===== src/sv/flv_container_parser_assert.svh =====
// assertion macros for the flv container parser
`ifndef FLV_CONTAINER_PARSER_ASSERT_SVH
`define FLV_CONTAINER_PARSER_ASSERT_SVH

// checked property, disabled while reset is high
`define FLVCP_ASSERT(label, prop, msg) \
  label: assert property (@(posedge clk) disable iff (rst) (prop)) else $error(msg);

// checked property that also holds through reset
`define FLVCP_ASSERT_ALWAYS(label, prop, msg) \
  label: assert property (@(posedge clk) (prop)) else $error(msg);

`endif


===== src/sv/flvcp_pkg.sv =====
package flvcp_pkg;

  // parser phase
  typedef enum logic [1:0] {
    PH_HEADER,
    PH_TAGHDR,
    PH_PAYLOAD,
    PH_BACKPTR
  } phase_t;

  // result kinds
  localparam logic [1:0] KIND_HEADER = 2'd0;
  localparam logic [1:0] KIND_TAG    = 2'd1;
  localparam logic [1:0] KIND_ERROR  = 2'd2;

  // status codes
  localparam logic [1:0] ST_OK        = 2'd0;
  localparam logic [1:0] ST_BAD_SIG   = 2'd1;
  localparam logic [1:0] ST_BAD_VALUE = 2'd2;
  localparam logic [1:0] ST_CORRUPT   = 2'd3;

  // signature and header constants
  localparam logic [7:0] CHAR_F          = 8'h46;
  localparam logic [7:0] CHAR_L          = 8'h4C;
  localparam logic [7:0] CHAR_V          = 8'h56;
  localparam logic [7:0] HDR_DATA_OFFSET = 8'd9;

  // byte positions
  localparam logic [23:0] HDR_LAST_IDX    = 24'd12;
  localparam logic [23:0] TAGHDR_LAST_IDX = 24'd10;
  localparam logic [23:0] BACK_PTR_LAST   = 24'd3;
  localparam logic [31:0] TAG_HEADER_LEN  = 32'd11;

  // tag types and codec
  localparam logic [7:0] TYPE_AUDIO  = 8'd8;
  localparam logic [7:0] TYPE_VIDEO  = 8'd9;
  localparam logic [7:0] TYPE_SCRIPT = 8'd18;
  localparam logic [3:0] CODEC_AVC   = 4'd7;
  localparam logic [7:0] AVC_NALU    = 8'd1;

endpackage


===== src/sv/flv_container_parser.sv =====
// a byte is held in the input register, parsed combinationally, and its result is
//   stored in the result register; an output stall holds both registers
// throughput: one byte per cycle unless stalled; single-pass parse sets no other limit
// reset: synchronous rst clears the phase, counters, flags and captured fields;
//   after an error or a completed final item, bytes are taken and dropped
//   until the next reset
module flv_container_parser
  import flvcp_pkg::*;
(
  input  logic        clk,
  input  logic        rst,
  input  logic        in_valid,
  output logic        in_stall,
  input  logic [7:0]  data_byte,
  input  logic        end_of_stream,
  output logic        out_valid,
  input  logic        out_stall,
  output logic [1:0]  kind,
  output logic [1:0]  status,
  output logic [7:0]  version,
  output logic [1:0]  av_flags,
  output logic [7:0]  tag_type,
  output logic [23:0] data_size,
  output logic [23:0] timestamp,
  output logic [7:0]  timestamp_ext,
  output logic [23:0] stream_id,
  output logic [7:0]  first_payload_byte,
  output logic [7:0]  avc_packet_type,
  output logic [23:0] composition_time
);

  `include "flv_container_parser_assert.svh"

  // input register
  logic       in_q_valid;
  logic [7:0] in_byte;
  logic       in_eos;

  // parser state
  phase_t      phase, phase_next;
  logic [23:0] byte_count, byte_count_next;
  logic        stopped, stopped_next;
  logic        bad_sig, bad_sig_next;
  logic        bad_value, bad_value_next;
  logic [7:0]  file_version, file_version_next;
  logic [1:0]  media_flags, media_flags_next;
  logic [7:0]  cur_type, cur_type_next;
  logic [23:0] cur_size, cur_size_next;
  logic [23:0] cur_ts, cur_ts_next;
  logic [7:0]  cur_ts_ext, cur_ts_ext_next;
  logic [23:0] cur_sid, cur_sid_next;
  logic [7:0]  cur_first, cur_first_next;
  logic [7:0]  cur_avc, cur_avc_next;
  logic [23:0] cur_ctime, cur_ctime_next;
  logic [31:0] back_pointer, back_pointer_next;

  // result of the current byte
  logic        res_valid;
  logic [1:0]  res_kind;
  logic [1:0]  res_status;
  logic [7:0]  res_version;
  logic [1:0]  res_flags;
  logic [7:0]  res_type;
  logic [23:0] res_size;
  logic [23:0] res_ts;
  logic [7:0]  res_ts_ext;
  logic [23:0] res_sid;
  logic [7:0]  res_first;
  logic [7:0]  res_avc;
  logic [23:0] res_ctime;

  logic out_blocked;
  logic adv;
  logic accept;

  // handshake: the input register moves on whenever the result register can take a result
  assign out_blocked = out_valid && out_stall;
  assign adv         = in_q_valid && !out_blocked;
  assign in_stall    = in_q_valid && out_blocked;
  assign accept      = in_valid && !in_stall;

  always_ff @(posedge clk) begin
    if (rst) begin
      in_q_valid <= 1'b0;
    end else if (accept) begin
      in_q_valid <= 1'b1;
    end else if (adv) begin
      in_q_valid <= 1'b0;
    end
  end

  always_ff @(posedge clk) begin
    if (accept) begin
      in_byte <= data_byte;
      in_eos  <= end_of_stream;
    end
  end

  // per-byte parse
  always_comb begin
    logic        boundary;
    logic        failed;
    logic [23:0] bc_inc;
    logic        avc;
    phase_next        = phase;
    byte_count_next   = byte_count;
    stopped_next      = stopped;
    bad_sig_next      = bad_sig;
    bad_value_next    = bad_value;
    file_version_next = file_version;
    media_flags_next  = media_flags;
    cur_type_next     = cur_type;
    cur_size_next     = cur_size;
    cur_ts_next       = cur_ts;
    cur_ts_ext_next   = cur_ts_ext;
    cur_sid_next      = cur_sid;
    cur_first_next    = cur_first;
    cur_avc_next      = cur_avc;
    cur_ctime_next    = cur_ctime;
    back_pointer_next = back_pointer;
    res_valid   = 1'b0;
    res_kind    = KIND_HEADER;
    res_status  = ST_OK;
    res_version = '0;
    res_flags   = '0;
    res_type    = '0;
    res_size    = '0;
    res_ts      = '0;
    res_ts_ext  = '0;
    res_sid     = '0;
    res_first   = '0;
    res_avc     = '0;
    res_ctime   = '0;
    boundary    = 1'b0;
    failed      = 1'b0;
    bc_inc      = byte_count + 24'd1;
    avc         = 1'b0;

    if (adv && !stopped) begin
      case (phase)
        PH_HEADER: begin
          if (byte_count == 24'd0 && in_byte != CHAR_F) bad_sig_next = 1'b1;
          if (byte_count == 24'd1 && in_byte != CHAR_L) bad_sig_next = 1'b1;
          if (byte_count == 24'd2 && in_byte != CHAR_V) bad_sig_next = 1'b1;
          if (byte_count == 24'd3) file_version_next = in_byte;
          if (byte_count == 24'd4) media_flags_next = {in_byte[2], in_byte[0]};
          if (byte_count >= 24'd5 && byte_count <= 24'd7 && in_byte != 8'd0) begin
            bad_value_next = 1'b1;
          end
          if (byte_count == 24'd8 && in_byte != HDR_DATA_OFFSET) bad_value_next = 1'b1;
          byte_count_next = bc_inc;
          if (byte_count == HDR_LAST_IDX) begin
            res_valid       = 1'b1;
            boundary        = 1'b1;
            phase_next      = PH_TAGHDR;
            byte_count_next = '0;
            if (bad_sig_next) begin
              res_kind   = KIND_ERROR;
              res_status = ST_BAD_SIG;
              failed     = 1'b1;
            end else if (bad_value_next) begin
              res_kind   = KIND_ERROR;
              res_status = ST_BAD_VALUE;
              failed     = 1'b1;
            end else begin
              res_kind    = KIND_HEADER;
              res_version = file_version;
              res_flags   = media_flags;
            end
          end
        end
        PH_TAGHDR: begin
          if (byte_count == 24'd0) begin
            cur_type_next     = in_byte;
            cur_size_next     = '0;
            cur_ts_next       = '0;
            cur_ts_ext_next   = '0;
            cur_sid_next      = '0;
            cur_first_next    = '0;
            cur_avc_next      = '0;
            cur_ctime_next    = '0;
            back_pointer_next = '0;
          end else if (byte_count <= 24'd3) begin
            cur_size_next = {cur_size[15:0], in_byte};
          end else if (byte_count <= 24'd6) begin
            cur_ts_next = {cur_ts[15:0], in_byte};
          end else if (byte_count == 24'd7) begin
            cur_ts_ext_next = in_byte;
          end else begin
            cur_sid_next = {cur_sid[15:0], in_byte};
          end
          byte_count_next = bc_inc;
          if (byte_count == TAGHDR_LAST_IDX) begin
            byte_count_next = '0;
            phase_next      = (cur_size != 24'd0) ? PH_PAYLOAD : PH_BACKPTR;
          end
        end
        PH_PAYLOAD: begin
          if (byte_count == 24'd0) cur_first_next = in_byte;
          else if (byte_count == 24'd1) cur_avc_next = in_byte;
          else if (byte_count == 24'd2) cur_ctime_next = {in_byte, cur_ctime[15:0]};
          else if (byte_count == 24'd3)
            cur_ctime_next = {cur_ctime[23:16], in_byte, cur_ctime[7:0]};
          else if (byte_count == 24'd4) cur_ctime_next = {cur_ctime[23:8], in_byte};
          byte_count_next = bc_inc;
          if (bc_inc >= cur_size) begin
            byte_count_next = '0;
            phase_next      = PH_BACKPTR;
          end
        end
        default: begin
          back_pointer_next = {back_pointer[23:0], in_byte};
          byte_count_next   = bc_inc;
          if (byte_count == BACK_PTR_LAST) begin
            res_valid       = 1'b1;
            boundary        = 1'b1;
            phase_next      = PH_TAGHDR;
            byte_count_next = '0;
            if (back_pointer_next != {8'd0, cur_size} + TAG_HEADER_LEN) begin
              res_kind   = KIND_ERROR;
              res_status = ST_CORRUPT;
              failed     = 1'b1;
            end else if (cur_type != TYPE_AUDIO && cur_type != TYPE_VIDEO &&
                         cur_type != TYPE_SCRIPT) begin
              res_kind   = KIND_ERROR;
              res_status = ST_BAD_VALUE;
              failed     = 1'b1;
            end else begin
              avc        = (cur_type == TYPE_VIDEO) && (cur_first[3:0] == CODEC_AVC);
              res_kind   = KIND_TAG;
              res_type   = cur_type;
              res_size   = cur_size;
              res_ts     = cur_ts;
              res_ts_ext = cur_ts_ext;
              res_sid    = cur_sid;
              res_first  = cur_first;
              res_avc    = avc ? cur_avc : 8'd0;
              res_ctime  = (avc && cur_avc == AVC_NALU) ? cur_ctime : 24'd0;
            end
          end
        end
      endcase

      // stop on error, or on the last byte of the file
      if (failed) begin
        stopped_next = 1'b1;
      end else if (in_eos) begin
        if (!boundary) begin
          res_valid   = 1'b1;
          res_kind    = KIND_ERROR;
          res_status  = ST_CORRUPT;
          res_version = '0;
          res_flags   = '0;
        end
        stopped_next = 1'b1;
      end
    end
  end

  // parser state registers
  always_ff @(posedge clk) begin
    if (rst) begin
      phase        <= PH_HEADER;
      byte_count   <= '0;
      stopped      <= 1'b0;
      bad_sig      <= 1'b0;
      bad_value    <= 1'b0;
      file_version <= '0;
      media_flags  <= '0;
      cur_type     <= '0;
      cur_size     <= '0;
      cur_ts       <= '0;
      cur_ts_ext   <= '0;
      cur_sid      <= '0;
      cur_first    <= '0;
      cur_avc      <= '0;
      cur_ctime    <= '0;
      back_pointer <= '0;
    end else begin
      phase        <= phase_next;
      byte_count   <= byte_count_next;
      stopped      <= stopped_next;
      bad_sig      <= bad_sig_next;
      bad_value    <= bad_value_next;
      file_version <= file_version_next;
      media_flags  <= media_flags_next;
      cur_type     <= cur_type_next;
      cur_size     <= cur_size_next;
      cur_ts       <= cur_ts_next;
      cur_ts_ext   <= cur_ts_ext_next;
      cur_sid      <= cur_sid_next;
      cur_first    <= cur_first_next;
      cur_avc      <= cur_avc_next;
      cur_ctime    <= cur_ctime_next;
      back_pointer <= back_pointer_next;
    end
  end

  // result register valid
  always_ff @(posedge clk) begin
    if (rst) begin
      out_valid <= 1'b0;
    end else if (res_valid) begin
      out_valid <= 1'b1;
    end else if (!out_stall) begin
      out_valid <= 1'b0;
    end
  end

  // result register payload
  always_ff @(posedge clk) begin
    if (res_valid) begin
      kind               <= res_kind;
      status             <= res_status;
      version            <= res_version;
      av_flags           <= res_flags;
      tag_type           <= res_type;
      data_size          <= res_size;
      timestamp          <= res_ts;
      timestamp_ext      <= res_ts_ext;
      stream_id          <= res_sid;
      first_payload_byte <= res_first;
      avc_packet_type    <= res_avc;
      composition_time   <= res_ctime;
    end
  end

  // checks
  `FLVCP_ASSERT(a_stopped_sticky, stopped |=> stopped,
    "parser left the stopped state without reset")
  `FLVCP_ASSERT_ALWAYS(a_no_result_when_stopped, res_valid |-> (adv && !stopped),
    "result produced while stopped or idle")
  `FLVCP_ASSERT(a_error_has_status,
    (out_valid && kind == KIND_ERROR) |-> (status != ST_OK), "error result with ok status")
  `FLVCP_ASSERT(a_item_done_to_taghdr,
    (res_valid && res_kind != KIND_ERROR) |=> (phase == PH_TAGHDR),
    "completed item did not return to tag header")
  `FLVCP_ASSERT(a_taghdr_count, (phase == PH_TAGHDR) |-> (byte_count <= TAGHDR_LAST_IDX),
    "tag header byte count out of range")

endmodule

===== config.mk =====
export PLATFORM = sky130hd
export DESIGN_NAME = flv_container_parser
export DESIGN_NICKNAME = d
export VERILOG_FILES = /design/src/sv/flvcp_pkg.sv /design/src/sv/flv_container_parser.sv
export VERILOG_INCLUDE_DIRS = /design/src /design/src/sv
export SDC_FILE = /design/constraint.sdc
export NUM_CORES = 1
export LEC_CHECK = 0
export BUFFER_PORTS_ARGS = -buffer_cell sky130_fd_sc_hd__buf_2
export CAP_MARGIN = 0
export CELL_PAD_IN_SITES_DETAIL_PLACEMENT = 1
export CELL_PAD_IN_SITES_GLOBAL_PLACEMENT = 2
export CORE_ASPECT_RATIO = 0.7
export CORE_UTILIZATION = 38
export DETAILED_ROUTE_END_ITERATION = 6
export PLACE_DENSITY = 0.87
export SLEW_MARGIN = 15
export SYNTH_ARGS = -nofsm -noshare
export SYNTH_HDL_FRONTEND = slang
export SYNTH_SLANG_ARGS = --single-unit

===== constraint.sdc =====
create_clock -name clk -period 7.85 [get_ports clk]
set_clock_uncertainty 0.2 [all_clocks]
set_input_delay 0.3925 -clock clk [delete_from_list [all_inputs] [get_ports clk]]
set_output_delay 0.3925 -clock clk [all_outputs]
set_load 0.05 [all_outputs]

Word level (Yosys, flattened, before mapping)

Cells that the tools add are included.
W data, S select, Z words.

Flip-flop bits (word level): 344
Input port bits: 13

Add/subtract/negate cells: 2
Magnitude comparators: 5
Eq/ne operators: 38
Multiplexer cells: 103
Bitwise operators: 5
Reduce and logical (&&, ||, !) cells: 50

Operator list:

| kind                    | count |
|---|---|
| $mux W24                | 18 |
| $mux W8                 | 16 |
| $pmux W24 S2            | 2 |
| $eq A24 B4 Y1 const B   | 3 |
| $pmux W24 S3            | 1 |
| $mux W2                 | 28 |
| $eq A24 B2 Y1 const B   | 2 |
| $eq A24 B3 Y1 const B   | 2 |
| $le A24 B3 Y1 const B   | 2 |
| $ne A2 B2 Y1 const B    | 16 |
| $ne A32 B25 Y1          | 1 |
| $pmux W8 S2             | 2 |
| $mux W1                 | 30 |
| $add A24 B4 Y25 const B | 1 |
| $add A24 B1 Y24 const B | 1 |
| $eq A24 B1 Y1 const B   | 1 |
| $ge A24 B24 Y1          | 1 |
| $ge A24 B3 Y1 const B   | 1 |
| $le A24 B2 Y1 const B   | 1 |
| $logic_not A24 Y1       | 1 |
| $ne A8 B4 Y1 const B    | 3 |
| $ne A8 B7 Y1 const B    | 3 |
| $reduce_bool A24 Y1     | 1 |
| $reduce_and A5 Y1       | 4 |
| other kinds (27)        | 62 |

Depth between registers and ports, before layout

Depth after elaboration: 15
Depth in mapped cells: 18
Gate-level depth less buffers: 15

Worst setup path after synthesis

OpenSTA, ideal clock, no wires.

Path kind: reg-to-reg
Start point: register byte_count[6]
End point: register av_flags[0] (enable)
Data arrival time: 4.808 ns
Required time: 7.156 ns
Setup slack: 2.348 ns
Stages on the path, launching flop included: 10
Path buffers: 2
Period minus slack after synthesis: 5.502 ns
Cell sequence: dfxtp_1 -> buf_2 -> nor4_1 -> nand4_1 -> or2_2 -> clkbuf_1 -> or4_4 -> nand2_1 -> o21ai_0 -> inv_1

Cells in the longest elaborated chain, start to end: 14
Elaborated cells between the ends (all ways): 37

Ends and longest elaborated chain:

| element                                               | RTL line                    | RTL |
|---|---|---|
| start, declared                                       | flv_container_parser.sv:41  | `logic [23:0] byte_count, byte_count_next;` |
| start signal, assigned                                | flv_container_parser.sv:281 | `byte_count <= byte_count_next;` |
| $ge A24 B3 Y1 / $le A24 B3 Y1 (equally long branches) | flv_container_parser.sv:147 | `if (byte_count >= 24'd5 && byte_count <= 24'd7 && in_byte != 8'd0) begin` |
| $logic_and A1 B1 Y1 (2 in a row)                      | flv_container_parser.sv:147 |  |
| $mux W1                                               | flv_container_parser.sv:147 |  |
| $mux W1                                               | flv_container_parser.sv:150 | `if (byte_count == 24'd8 && in_byte != HDR_DATA_OFFSET) bad_value_next = 1'b1;` |
| $mux W1                                               | flv_container_parser.sv:140 | `case (phase)` |
| $mux W1                                               | flv_container_parser.sv:139 | `if (adv && !stopped) begin` |
| $mux W1                                               | flv_container_parser.sv:161 | `end else if (bad_value_next) begin` |
| $mux W1                                               | flv_container_parser.sv:157 | `if (bad_sig_next) begin` |
| $mux W1                                               | flv_container_parser.sv:152 | `if (byte_count == HDR_LAST_IDX) begin` |
| $pmux W1 S2                                           | flv_container_parser.sv:140 |  |
| $mux W1                                               | flv_container_parser.sv:139 |  |
| $mux W1 *                                             | flv_container_parser.sv:245 | `if (failed) begin` |
| $mux W1 *                                             | flv_container_parser.sv:139 |  |
| named net res_valid                                   | flv_container_parser.sv:58  | `logic res_valid;` |
| end signal, assigned                                  | flv_container_parser.sv:316 | `av_flags <= res_flags;` |
| end, declared                                         | flv_container_parser.sv:21  | `output logic [1:0] av_flags,` |

Mark *: on every way through the listed nets, which the timed path passes. The rest lies on a longest branch. The select of a mux whose other input is x is not followed.
A chain may end at the register's enable or synchronous reset.

Final worst setup path

Start point: register byte_count[0]
End point: register byte_count[15]

Cells in the longest elaborated chain, start to end: 4
Elaborated cells between the ends (all ways): 10

Ends and longest elaborated chain:

| element         | RTL line                    | RTL |
|---|---|---|
| $add A24 B1 Y24 | flv_container_parser.sv:136 | `bc_inc = byte_count + 24'd1;` |
| $ge A24 B24 Y1  | flv_container_parser.sv:206 | `if (bc_inc >= cur_size) begin` |
| $mux W24        | flv_container_parser.sv:206 |  |
| $pmux W24 S3 *  | flv_container_parser.sv:140 |  |

Every way passes the cells marked *; elsewhere a longest branch is shown, timed or not.

==> results.md <==
- Status: finished clean
- Die height: 171 um
- Kind of critical path: flip-flop to flip-flop
- Synth Area in Adders: 2.67%
- Max_slew headroom: 24.0%
- Hold WC Path Type: input pin to flip-flop
- Initial Util: 38.8%
- Max Transition Viols Final: 0
- Nets: 1,727
- CTS Sinks: 344
- RSZ-0062 raised after global routing: no
- Worst path cell trace: ha_1, nand3_1, nor3b_1, and4_1, and2_1, xor2_1, ha_1, a21oi_1, o211ai_1, a211oi_1, o31ai_1, nand4b_1, buf_4, or3b_2, a21bo_2, a21oi_1
- Via density: 5.53
- TritonCTS clock tree: built
- Inserted Clock Buffers: 36
- Mapped Avg Cell Area: 9.89 um2
- Final period util: 68.5%
- Gr busiest metal: met2
- Post-Synth XOR/XNOR Area: 2.83%
- Main combinational cell family by area after synthesis: simple AND/OR/NAND/NOR gates
- Root Buffer: clkbuf_16
- CTS clk-pin slew, worst paths: 0.06 ns
- DRC Markers: 0
- Final Util: 45.0%
- Number of synthesized flops with an enable pin: 151
- Num ports: 157
- Hold Violations, Final: 0
- Slew @ Worst Pin: 1.14 ns
- Maximum vdd drop: 0.000122 V
- Drt total wl: 46,000 um
- CP bufs+invs: 1
- Ratio of cells with drive above 1 in the final layout: 15.3%
- # rows: 61
- Yosys cell types: 74
- Synth Instances: 1,565
- CTS H-tree depth: 2
- Simple logic cell fraction of the synthesized area: 23.8%
- PD cells: 213 mW/mm2
- Max Cap Violations: 0
- Largest net degree at the start of global routing: 106
- Antenna violations before repair: 0
- Min cycle time layout: 5.38 ns
- Worst path slowest cell: nor3b_1
- CP Capture Type: flip-flop
- LEAKAGE: 6.68 nW
- Clock Latency Late Sink: 0.53 ns
- Area leader, netlist: edfxtp_1
- Synth top area cells: edfxtp_1 (29%), dfxtp_1 (25%), and2_1 (4.7%)
- Synth Flop Type: dfxtp_1
- Seq cells post-synth: 344
- Family with the most delay on the worst path: simple AND/OR/NAND/NOR gates
- CP peak stage delay: 0.71 ns
- Met1 Usage GRT: 31.6%
- Synthesized area: 0.0155 mm2
- Post-DP HPWL: 31,100 um
- Vias: 12,412
- Pwr Total: 3.83 mW
- Seq/Total Area, Yosys: 54.2%
- DIE AREA: 0.0416 mm2
- Max Root-Sink Buffers: 3
- Synth warnings: 0
- Port bufs: 156
- Die width: 243 um
- Setup TNS Final: 0 ns
- Overflow after GRT: 0
- GRT met3 Usage: 3.29%
- Met2 GRT Util: 33.5%
- Post-CTS setup buffers: 0
- Worst-path fanout max: 15
- Arr. time, crit path: 5.62 ns
- Fmax: 186 MHz
- GPL Wtd Cong: 0.930
- DR WL/cell: 20.5 um
- Compound-gate portion of the synthesized area: 11.1%
- Top cell type's share of synthesized area: 29.3%
- 1st-pass router iterations: 5
- Mux cell area share after synthesis: 1.37%
- Vias in the first global route: 12,418
- Endpoints failing setup: 0
- Critical Path RT: 8.09 ns
- Antenna-violating nets left: 0
- Post-synth ARST share: 0%
- DRT iter0 DRCs: 965
- GRT Util Overall: 21.9%
- Crit path launch type: flip-flop
- Diode count: 0
- Global-route wire length before repair: 71,300 um
- Area of the core: 0.0399 mm2
- Area added between synthesis and finish: 16.1%
==> final cells by class <==
| cell class | count | area (um2) |
|---|---|---|
| clock buffer | 48 | 987 |
| clock inverter | 18 | 234 |
| fill | 4486 | 21900 |
| inverter | 38 | 148 |
| multi-input combinational | 1075 | 6500 |
| sequential | 344 | 8400 |
| tap | 535 | 669 |
| timing repair buffer | 186 | 1040 |
==> cell usage after synthesis, types with 3 or more instances <==
master / n
dfxtp_1: 193
nor2_1: 184
edfxtp_1: 151
a21oi_1: 126
and2_1: 116
nand2_1: 106
clkbuf_1: 84
nand3_1: 67
a22oi_1: 55
nor4_1: 41
inv_1: 38
xnor2_1: 34
ha_1: 33
nor3_1: 33
o21ai_0: 23
nand2b_1: 21
or3_1: 21
mux2i_1: 19
xor2_1: 16
and3_1: 13
nand4_1: 13
and4_1: 11
nor2b_1: 11
a32oi_1: 9
nor4b_1: 9
or4_1: 9
a31oi_1: 8
buf_2: 8
clkbuf_2: 8
a211oi_1: 7
nand3b_1: 7
buf_1: 6
nor3b_1: 6
o211ai_1: 6
a31o_2: 5
a2111oi_0: 4
and3b_1: 4
o2111ai_1: 4
o31ai_1: 4
buf_6: 3
nand4b_1: 3
nor4_4: 3
o21a_1: 3
or2_2: 3
==> worst register-to-register path: cells and delay by family (launching register included) <==
family | cells | cell delay [ns]
fa+ha+maj | 2 | 0.76
simple gates | 6 | 2.35
buf+inv | 1 | 0.30
flops | 1 | 0.47
compound gates | 6 | 1.02
xor+xnor | 1 | 0.18
==> per-layer routing <==
layer	part of all wire, %	routed length (um)
met2	44	20300
met4	2.4	1120
met1	48	22100
met3	5.5	2510
met5	0	0
==> cell families (layout without fill, tap and decap cells) <==
| family | after synthesis | count (layout) |
|---|---|---|
| simple gates | 695 | 695 |
| flops | 344 | 344 |
| compound gates | 272 | 272 |
| buf+inv | 149 | 290 |
| xor+xnor | 50 | 50 |
| fa+ha+maj | 33 | 33 |
| mux | 21 | 21 |
| other cells | 1 | 4 |
==> sequential cells by signal, summed over array words and instances (netlist names), 8 cells and up <==
name and cells:
cur_avc 8, cur_ts 24, timestamp_ext 8, cur_ts_ext 8, stream_id 24, cur_sid 24, cur_size 24, byte_count 24
file_version 8, version 8, composition_time 24, back_pointer 24, cur_first 8, in_byte 8, avc_packet_type 8, timestamp 24
tag_type 8, data_size 24, cur_type 8, first_payload_byte 8, cur_ctime 24
==> power breakdown <==
part / switching, mW / internal (mW)
Sequential: 0.00745 / 1.88
Clock: 0.727 / 1.06
Combinational: 0.128 / 0.0307
==> path summary, 6_finish.rpt <==
kind,startpoint,to,slack [ns],cells after the start
setup / recovery,byte_count[0]$_SDFFE_PP0P_,byte_count[15]$_SDFFE_PP0P_,2.47,16
hold / removal,rst,in_q_valid$_SDFFE_PP0P_,0.15,2
setup reg to reg,byte_count[0]$_SDFFE_PP0P_,byte_count[15]$_SDFFE_PP0P_,2.47,16
hold reg to reg,cur_ctime[19]$_SDFFE_PP0P_,cur_ctime[19]$_SDFFE_PP0P_,0.26,2
==> repair_timing <==
item                      in CTS  in global routing
gates resized for setup        0                  0
hold buffers                  11                  0
hold endpoints to repair      11                  0
==> cell usage in the layout, fill, tap and decap left out, types with 33 or more instances in the layout <==
cell / netlist / routed
edfxtp_1: 151 / 151
inv_1: 38 / 37
ha_1: 33 / 33
nor4_1: 41 / 41
and2_1: 116 / 116
a22oi_1: 55 / 55
a21oi_1: 126 / 126
nor2_1: 184 / 183
nand3_1: 67 / 67
nor3_1: 33 / 33
dfxtp_1: 193 / 193
buf_2: 8 / 155
xnor2_1: 34 / 34
nand2_1: 106 / 105
clkbuf_16: 0 / 37
==> per-stage QoR <==
step | setup WS (ns) | hold WS (ns) | cells | instance area (um2)
after CTS | 2.51 | 0.194 | 2244 | 18000
after global routing | 2.09 | 0.213 | 2244 | 18000
after detailed placement | 2.56 | 0.242 | 2167 | 16600
after floorplan | 2.35 | 0.227 | 1568 | 15500
final | 2.47 | 0.150 | 2244 | 18000
after global placement | 2.74 | 0.237 | 2167 | 16600
No activity file was read; power rests on OpenSTA's default activity.
